<file path="config.mk">
export PLATFORM = sky130hd
export DESIGN_NAME = bnse_ram
export DESIGN_NICKNAME = d
export VERILOG_FILES = /design/src/sv/bdd_node_store_engine_assert.svh /design/src/sv/bnse_ram.sv
export SDC_FILE = /design/constraint.sdc
export NUM_CORES = 1
export LEC_CHECK = 0
export BUFFER_PORTS_ARGS = -buffer_cell sky130_fd_sc_hd__buf_2
export CAP_MARGIN = 15
export CORE_MARGIN = 1
export CORE_UTILIZATION = 50
export CTS_CLUSTER_SIZE = 28
export DETAILED_ROUTE_END_ITERATION = 10
export PLACE_DENSITY = 0.67
export SYNTH_ARGS = -nofsm -noshare
export SYNTH_HDL_FRONTEND = slang
export SYNTH_SLANG_ARGS = --single-unit
</file>
<file path="constraint.sdc">
create_clock -name clk -period 3.95 [get_ports clk]
set_clock_uncertainty 0.2 [all_clocks]
set_input_delay 0.5925 -clock clk [delete_from_list [all_inputs] [get_ports clk]]
set_output_delay 0.5925 -clock clk [all_outputs]
set_load 0.02 [all_outputs]
</file>
<file path="src/sv/bdd_node_store_engine_assert.svh">
// assertion macros for the bdd node store engine
// expects clk and rst in the scope of each use
`ifndef BDD_NODE_STORE_ENGINE_ASSERT_SVH
`define BDD_NODE_STORE_ENGINE_ASSERT_SVH
`ifndef SYNTHESIS
`define BNSE_ASSERT_IMPL(lbl, ante, cons) \
  lbl: assert property (@(posedge clk) disable iff (rst) (ante) |-> (cons)) \
    else $error("assertion failed");
`define BNSE_ASSERT_NEXT(lbl, ante, cons) \
  lbl: assert property (@(posedge clk) disable iff (rst) (ante) |=> (cons)) \
    else $error("assertion failed");
`else
`define BNSE_ASSERT_IMPL(lbl, ante, cons)
`define BNSE_ASSERT_NEXT(lbl, ante, cons)
`endif
`endif

</file>
<file path="src/sv/bnse_ram.sv">
// generic single write port ram with one registered read port
// no dependencies
`default_nettype none
module bnse_ram #(
  parameter int WIDTH = 8,
  parameter int DEPTH = 16
) (
  input  wire logic                     clk,
  input  wire logic                     we,
  input  wire logic [$clog2(DEPTH)-1:0] waddr,
  input  wire logic [WIDTH-1:0]         wdata,
  input  wire logic                     re,
  input  wire logic [$clog2(DEPTH)-1:0] raddr,
  output      logic [WIDTH-1:0]         rdata
);
  logic [WIDTH-1:0] mem [DEPTH];

  always_ff @(posedge clk) begin
    if (we) begin
      mem[waddr] <= wdata;
    end
    if (re) begin
      rdata <= mem[raddr];
    end
  end
endmodule
`default_nettype wire

</file>
Yosys cells after proc, flatten, opt, wreduce, memory -nomap -nowiden. Memories as Yosys holds them, arrays and structs flattened. A register that Yosys moved wholly into a read port is not among the register bits. Index checks and enable logic that the tools add are counted.

Flip-flop bits (word level): 0. RAM bits: 128. Bits of input ports: 19. Output and inout bits: 8. Logic and storage cells: 3. Memories kept: 1.

Multiplexer cells: 2.

Memory list: mem (words 16, width 8, rd ports 1, clocked after memory_dff 1, write ports 1, line bnse_ram.sv:16) `logic [WIDTH-1:0] mem [DEPTH];`.

Operators with widths (count): $mux W1 (2).

Logic depth before layout (Yosys ltp). Gate-level depths: netlist of the first run.

Word-level depth: 2. Depth in mapped cells: 5. Depth with buffers taken out: 3.

Worst setup path after synthesis of the first run. No wires, ideal clock.

Path type: input -> register. Start: input port waddr[2]. End: memory mem[0][0], enable pin. Setup time: 383 ps. Data arrival time: 1702 ps. Data required time: 3367 ps. Path slack: 1665 ps. Stages on the path: 2. Path buffers: 0. Cell sequence: or3b_2 -> nor3_1.

RTL lines: start: declaration (line bnse_ram.sv:10) `input wire logic [$clog2(DEPTH)-1:0] waddr,`; end: declaration (line bnse_ram.sv:16).

Straight into the memory's write port.

==> summary.md, run 1 <==
| Metric | Value |
|---|---|
| Max VDD drop | `264 uV` |
| Std cell rows | `36` |
| CP max FO | `18` |
| CTS buffer count | `17` |
| Synth Instances | `229` |
| Pwr dens | `576 mW/mm^2` |
| Max clock buf depth | `2` |
| Critical path buffer and inverter count | `2` |
| Initial antenna violation count | `0` |
| Synth Register Bits | `136` |
| Synth Cell Area | `0.00523 mm^2` |
| Reg2reg start | `mem[3][4]` |
| TritonCTS clock tree | `yes` |
| Area post-placement | `0.00553 mm^2` |
| DR vias/cell | `5.89` |
| Cell variety after synth | `18` |
| Max stage delay on crit path | `570 ps` |
| Crit Path Category | `in -> reg` |
| Pleak | `2.09 nW` |
| Die area | `0.0109 mm^2` |
| First-pass GRT wire length | `15200 um` |
| CTS Hold Bufs | `0` |
| CTS clk-pin slew, worst paths | `60 ps` |
| Rel. slew slack | `29.1%` |
| Hold Fails Final Rpt | `0` |
| Critical-path cell list | `buf_2, buf_12, mux4_1, a22oi_1, nand2_1` |
| RSZ-0062 raised after global routing | `false` |
| IO Pins | `27` |
| Die W | `104 um` |
| Core Area | `0.00995 mm^2` |
| Crit. path cell count | `5` |
| Antenna Cells | `0` |
| HPWL after DPL | `5950 um` |
| CP arrival | `2240 ps` |
| Starting DRC count in detailed routing | `166` |
| Endpoints failing setup | `0` |
| Synth-to-layout area growth | `18.5%` |
| H-tree depth reported by CTS | `4` |
| PortBufs | `26` |
| Mapped Avg Cell Area | `22.8 um^2` |
| DRT Pass-1 Iters | `5` |
| Ys Warns | `0` |
| Syn nets | `248` |
| # clock sinks | `136` |
| Sequential fraction of the synthesis area | `78.1%` |
| Routed WL per cell | `24.7 um` |
| Routability-driven placement congestion ratio | `0.713` |
| Starting Density | `52.5%` |
| Fmax | `0.459 GHz` |
| Clk Tree Root Cell | `clkbuf_8` |
| Nets | `293` |
| Max-cap viol count | `0` |
| Fin area | `0.00620 mm^2` |
| Gr ovfl total | `0` |
| Total Neg Setup Slack | `0 ps` |
| Final worst-path cycle share | `55.1%` |
| Remaining DRCs | `0` |
| Actual slew at the worst max-slew pin | `1060 ps` |
| Startpoint Class | `input pin` |
| Final wirelength | `10400 um` |
| Reg2Reg Setup Slack | `2300 ps` |
| Final Slew Violations | `0` |
| Worst min path class | `in -> reg` |
| Final ANT Viol Nets | `0` |
| Worst path slowest cell | `mux4_1` |
| Setup bufs post-CTS | `0` |
| Worst Reg-to-Reg Cells | `3` |
| Clk_lat worst skew | `520 ps` |
| Filler cell count | `671` |
| Worst EP required | `4020 ps` |
| Final min period | `2180 ps` |
| Post_cts resized | `0` |
| Reg-to-Reg End | `rdata[4]` |
| Status | `completed` |
| CP delay by family, top | `buffers and inverters` |
| Proportion of layout cells with a drive suffix above 1 | `29.3%` |
| Largest net degree at the start of global routing | `33` |
| Setup crit end | `rdata[2]` |
| Kind of end point of the critical path | `flip-flop` |
| Routed via count | `2475` |
| Die height | `104 um` |
| Total GRT Usage | `20.8%` |
| Vias in the first global route | `2405` |
| Crit path from | `raddr[0]` |
==> through the flow <==
step | hold slack [ps] | util, % | cells | power [W] | worst slack [ps]
floorplan | 491 | - | 229 | 0.00175 | 1660
global placement | 531 | 55.5 | 388 | 0.00181 | 1280
detailed placement | 523 | 55.5 | 388 | 0.00182 | 1260
CTS | 219 | 62.2 | 420 | 0.00359 | 1780
global route | 226 | 62.2 | 420 | 0.00366 | 1720
finish | 241 | 62.2 | 420 | 0.00357 | 1770
==> area by class of cell <==
| class | instances | area (um^2) | share of cell area [%] |
|---|---|---|---|
| well taps | 133 | 166 | 2.69 |
| clock buffers | 18 | 418 | 6.74 |
| multi-input cells | 83 | 1060 | 17.1 |
| clock inverters | 14 | 253 | 4.08 |
| repair buffers | 36 | 218 | 3.51 |
| flip-flops and latches | 136 | 4080 | 65.9 |
==> worst min-delay path by stage <==
stage          slack, ps  cells after the start        end        from
2_1_floorplan        490                      0  mem[0][0]    wdata[0]
3_3_place_gp         530                      3   rdata[1]  mem[11][1]
3_5_place_dp         520                      3   rdata[0]   mem[4][0]
4_1_cts              220                      1  mem[2][2]    wdata[2]
5_1_grt              230                      1  mem[2][2]    wdata[2]
6_report             240                      1  mem[2][2]    wdata[2]
==> routing by layer <==
| layer | wire length (um) | global-route usage (%) | up-vias | part of all wire (%) |
|---|---|---|---|---|
| met1 | 4690 | 30.0 | 1271 | 45 |
| met5 | 0 | 0 | - | 0 |
| met2 | 4810 | 28.9 | 114 | 46 |
| met4 | 176 | 8.88 | 0 | 1.7 |
| li1 | - | - | 1076 | - |
| met3 | 695 | 7.14 | 14 | 6.7 |
==> power by group <==
| group | internal (W) | leakage [nW] | switching [W] |
|---|---|---|---|
| Sequential | 0.00163 | 1.24 | 0.00000796 |
| Clock | 0.00121 | 0.324 | 0.000572 |
| Combinational | 0.0000597 | 0.531 | 0.0000905 |
| Total | 0.00290 | 2.09 | 0.000670 |
==> cell usage after synthesis <==
library cell	number	area [um^2]
edfxtp_1	136	4080
mux4_2	18	405
a22oi_1	16	120
mux4_1	14	368
nor2_1	13	48.8
nand2_1	9	33.8
nor3_1	4	20.0
buf_2	3	15.0
buf_6	3	33.8
clkdlybuf4s25_2	3	30.0
nand2b_1	2	12.5
nand3b_1	2	15.0
and2_1	1	6.26
and2b_1	1	7.51
buf_4	1	7.51
nand3_1	1	5.00
nor2b_1	1	6.26
or3b_2	1	8.76
==> cells in the final DEF, fill, tap and decap left out <==
master      instances
edfxtp_1          136
buf_2              26
mux4_2             18
a22oi_1            16
clkbuf_16          16
mux4_1             14
nor2_1             13
nand2_1             9
buf_4               9
bufinv_16           7
nor3_1              4
nand3b_1            2
nand2b_1            2
clkinv_4            2
clkinv_2            2
clkinv_1            2
nor2b_1             1
and2_1              1
and2b_1             1
nand3_1             1
or3b_2              1
clkbuf_8            1
clkinvlp_4          1
clkbuf_1            1
buf_12              1
==> state kept, by name, summed over array words and instances, names as in the netlist <==
name and cells:
mem 128, rdata 8
==> logic make-up (layout without fill, tap and decap cells) <==
kind of cell / count (synthesis) / in the layout / synth area share, %
buffers and inverters: 10 / 68 / 1.65
AOI/OAI and AO/OA: 16 / 16 / 2.30
muxes: 32 / 32 / 14.8
and+or+nand+nor: 35 / 35 / 3.14
DFF: 136 / 136 / 78.1
(Power assumes the default switching activity.)
==> run 2, diff against run 1 <==
- clock period: 3.95 -> 2.2 ns (I/O delays scaled with it)
==> summary.md, run 2 (same netlist as run 1, synthesis figures left out) <==
| Metric | Value |
|---|---|
| TritonCTS clock tree | `yes` |
| H-tree depth reported by CTS | `4` |
| Antenna Cells | `0` |
| CP max FO | `1` |
| PortBufs | `26` |
| Nets | `309` |
| Gr ovfl total | `0` |
| Hold path startpoint | `wdata[4]` |
| Std cell rows | `36` |
| Area post-placement | `0.00565 mm^2` |
| Worst EP required | `2250 ps` |
| Core Area | `0.00995 mm^2` |
| Final Slew Violations | `0` |
| Max VDD drop | `475 uV` |
| DRT Pass-1 Iters | `6` |
| Rel. slew slack | `70.8%` |
| Routed via count | `2485` |
| Worst hold slack | `19.4 ps` |
| Starting Density | `52.5%` |
| Pwr dens | `942 mW/mm^2` |
| CP arrival | `1830 ps` |
| Fin area | `0.00623 mm^2` |
| Routed WL per cell | `23.1 um` |
| Largest net degree at the start of global routing | `19` |
| Endpoints failing setup | `0` |
| CTS buffer count | `17` |
| HPWL after DPL | `6510 um` |
| Crit Path Category | `reg -> reg` |
| Max-cap viol count | `0` |
| Fmax | `0.561 GHz` |
| Max clock buf depth | `2` |
| Final worst-path cycle share | `81.1%` |
| Top Registers | `mem x128, rdata x8` |
| Tot Pwr | `0.00587 W` |
| Remaining DRCs | `0` |
| Die area | `0.0109 mm^2` |
| Initial antenna violation count | `0` |
| Max reg flops | `128` |
| Status | `completed` |
| RSZ-0062 raised after global routing | `false` |
| Startpoint Class | `flip-flop` |
| Total Neg Setup Slack | `0 ps` |
| First-pass GRT wire length | `15400 um` |
| # clock sinks | `136` |
| Total GRT Usage | `20.4%` |
| Post_cts resized | `0` |
| Clk_lat worst skew | `510 ps` |
| Die height | `104 um` |
| Reg2Reg Setup Slack | `420 ps` |
| Worst min path class | `in -> reg` |
| Routability-driven placement congestion ratio | `0.777` |
| Kind of end point of the critical path | `flip-flop` |
| CTS clk-pin slew, worst paths | `60 ps` |
| Vias in the first global route | `2563` |
| Starting DRC count in detailed routing | `168` |
| IO Pins | `27` |
| Setup ws final | `417 ps` |
| Final ANT Viol Nets | `0` |
| Reg2reg start | `mem[5][0]` |
| Hold Fails Final Rpt | `0` |
| Final wirelength | `10100 um` |
| Commonest non-fill, non-tap cell in the layout | `edfxtp_1` |
| Synth-to-layout area growth | `19.3%` |
| Pre-CTS WS | `31.5 ps` |
| Clk Tree Root Cell | `clkbuf_8` |
| Largest register by flop count | `mem` |
| Final min period | `1780 ps` |
| Crit path from | `mem[5][0]` |
| Proportion of layout cells with a drive suffix above 1 | `31.5%` |
| Die W | `104 um` |
| Most frequent cells in the layout | `edfxtp_1 (136), buf_2 (26), buf_4 (20)` |
| Pleak | `2.13 nW` |
| Actual slew at the worst max-slew pin | `438 ps` |
| DR vias/cell | `5.71` |
## run 2: changes by cell type in the layout (fill, tap and decap cells not counted), moves of 3 or more
cell and delta:
buf_4 +11, dlygate4sd3_1 +3, bufinv_16 -4, clkinv_2 +4
## run 2: where the power goes
group / total, W / switching, W / internal [W]
sequential: 0.00294 / 0.0000149 / 0.00292
clock: 0.00264 / 0.000944 / 0.00170
combinational: 0.000293 / 0.000169 / 0.000125
## run 2: final timing paths
kind | to | depth (start not counted)
setup / recovery | rdata[0] | 3
hold reg to reg | rdata[0] | 3
setup reg to reg | rdata[0] | 3
hold / removal | mem[12][4] | 1
## run 2: what timing repair did
item,in CTS,in global routing
hold buffers,3,0
endpoints found under the hold margin,35,0
setup buffers,0,0
## run 2: area by class of cell
| class | instances | area [um^2] |
|---|---|---|
| clock buffer | 20 | 425 |
| tap | 133 | 166 |
| sequential | 136 | 4080 |
| fill | 679 | 3720 |
| multi-input combinational | 83 | 1060 |
| timing repair buffer | 52 | 370 |
| clock inverter | 11 | 131 |
## run 2: layer usage
metal | up-vias | global-route usage, % | part of all wire (%)
met5 | - | 0 | 0
met4 | 0 | 8.06 | 1.1
met3 | 9 | 4.70 | 5.3
met2 | 77 | 31.1 | 49
met1 | 1293 | 28.8 | 45
li1 | 1106 | - | -
## run 2: critical path, stage by stage (launching register included)
cell,delay (ps)
edfxtp_1,360
mux4_1,550
a22oi_1,310
nand2_1,100
## run 2: per-stage QoR
step | cells | utilization, %
CTS | 435 | 62.6
floorplan | 229 | -
detailed placement | 401 | 56.7
global placement | 401 | 56.7
global route | 435 | 62.6
finish | 435 | 62.6
==> run 3, diff against run 2 <==
- PLACE_DENSITY: 0.67 -> 0.7
- clock period: 2.2 -> 1.4 ns (I/O delays scaled with it)
==> summary.md, run 3 (same netlist as run 1, synthesis figures left out) <==
| Metric | Value |
|---|---|
| Clk_lat worst skew | `500 ps` |
| Proportion of layout cells with a drive suffix above 1 | `41.5%` |
| DR vias/cell | `5.61` |
| Final ANT Viol Nets | `0` |
| Gr ovfl total | `0` |
| Worst min path class | `in -> reg` |
| Remaining DRCs | `0` |
| Setup bufs post-CTS | `0` |
| Filler cell count | `652` |
| Endpoints failing setup | `16` |
| CTS buffer count | `17` |
| Reg area | `0.00408 mm^2` |
| Actual slew at the worst max-slew pin | `884 ps` |
| Routed WL per cell | `22.6 um` |
| Critical-path cell list | `mux4_2, a22oi_2, nand2_1` |
| Pleak | `2.17 nW` |
| Violated checks | `setup timing` |
| Pwr dens | `1420 mW/mm^2` |
| Synth-to-layout area growth | `24.0%` |
| Max-cap viol count | `0` |
| Antenna Cells | `0` |
| Critical path buffer and inverter count | `0` |
| Tot Pwr | `0.00918 W` |
| Routed via count | `2531` |
| Final worst-path cycle share | `117%` |
| Status | `finished with violations` |
| CP arrival | `1680 ps` |
| Pre-CTS WS | `-610 ps` |
| CTS clk-pin slew, worst paths | `60 ps` |
| Die height | `104 um` |
| Most frequent cells in the layout | `edfxtp_1 (136), mux4_2 (32), buf_4 (24)` |
| Commonest non-fill, non-tap cell in the layout | `edfxtp_1` |
| Routability-driven placement congestion ratio | `0.693` |
| Largest net degree at the start of global routing | `22` |
| First-pass GRT wire length | `15800 um` |
| Final min period | `1640 ps` |
| PortBufs | `26` |
| DRT Pass-1 Iters | `4` |
| Worst path slowest cell | `mux4_2` |
| Starting DRC count in detailed routing | `201` |
| Core Area | `0.00995 mm^2` |
| TritonCTS clock tree | `yes` |
| Rel. slew slack | `40.9%` |
| Kind of end point of the critical path | `flip-flop` |
| Initial antenna violation count | `0` |
| Clk Tree Root Cell | `clkbuf_8` |
| IO Pins | `27` |
| Starting Density | `52.5%` |
| RSZ-0062 raised after global routing | `true` |
| Std cell rows | `36` |
| Fmax | `0.611 GHz` |
| Nets | `324` |
| Hold Fails Final Rpt | `0` |
| Total Neg Setup Slack | `-2050 ps` |
| Max stage delay on crit path | `480 ps` |
| Total GRT Usage | `21.0%` |
| Final Slew Violations | `0` |
| Die W | `104 um` |
| Worst EP required | `1440 ps` |
| Vias in the first global route | `2728` |
| H-tree depth reported by CTS | `4` |
| # clock sinks | `136` |
| Crit Path Category | `reg -> reg` |
| Area of the multi-input gates | `0.00110 mm^2` |
| Startpoint Class | `flip-flop` |
| Max reg flops | `128` |
| Max clock buf depth | `2` |
| HPWL after DPL | `6490 um` |
| Setup ws final | `-237 ps` |
| CP delay by family, top | `multiplexers` |
| Die area | `0.0109 mm^2` |
| CP max FO | `1` |
| Final wirelength | `10200 um` |
| Largest register by flop count | `mem` |
| Top Registers | `mem x128, rdata x8` |
| Max VDD drop | `683 uV` |
## run 3: cell types whose count changed in the layout (fill, tap and decap cells not counted), sizes merged
cell         before  now
dlygate4sd3       3    9
clkbuf           20   22
bufinv            3    2
clkinvlp          1    2
buf              49   58
clkinv            7    6
## run 3: per-layer routing
| metal | GRT usage [%] | wire length, um | vias to the layer above |
|---|---|---|---|
| met5 | 0 | 0 | - |
| met2 | 33.2 | 5130 | 108 |
| li1 | - | - | 1119 |
| met4 | 9.90 | 193 | 0 |
| met3 | 4.76 | 636 | 16 |
| met1 | 27.9 | 4250 | 1288 |
## run 3: layout make-up
cell class / count / share of cell area [%]
timing repair buffer: 67 / 9.23
multi-input combinational: 83 / 16.9
clock inverter: 10 / 1.60
clock buffer: 22 / 6.68
sequential: 136 / 63.0
tap: 133 / 2.57
## run 3: metrics by stage
step	util (%)	cells	hold slack, ps	instance area [um^2]
after CTS	64.9	451	81.6	6460
final	65.1	451	104	6480
after floorplan	-	229	109	5260
after detailed placement	58.1	410	385	5780
after global placement	58.1	410	384	5780
after global routing	65.1	451	97.3	6480
## run 3: worst reg2reg max path, delay by kind of cell (launching register included)
family,cells,cell delay (ps)
simple gates,1,110
flops,1,380
compound gates,1,220
mux,1,480
## run 3: what timing repair did
item	CTS	global route
resized for setup	13	8
hold buffers	9	0
endpoints found under the setup margin	16	16
hold endpoints to repair	136	0
pin swaps	4	0
## run 3: final timing paths
check | from | to | slack (ps) | depth (start not counted)
worst max-delay path | mem[8][5] | rdata[5] | -240 | 3
worst max register to register | mem[8][5] | rdata[5] | -240 | 3
worst min register to register | mem[6][3] | rdata[3] | 560 | 3
worst min-delay path | waddr[3] | mem[0][6] | 100 | 4
## run 3: where the power goes
part           internal (W)  leakage (nW)  total (W)  switching, W
logic              0.000261         0.671   0.000557      0.000296
clock network       0.00251         0.260    0.00401       0.00150
registers           0.00459          1.24    0.00462     0.0000294
total               0.00736          2.17    0.00918       0.00182
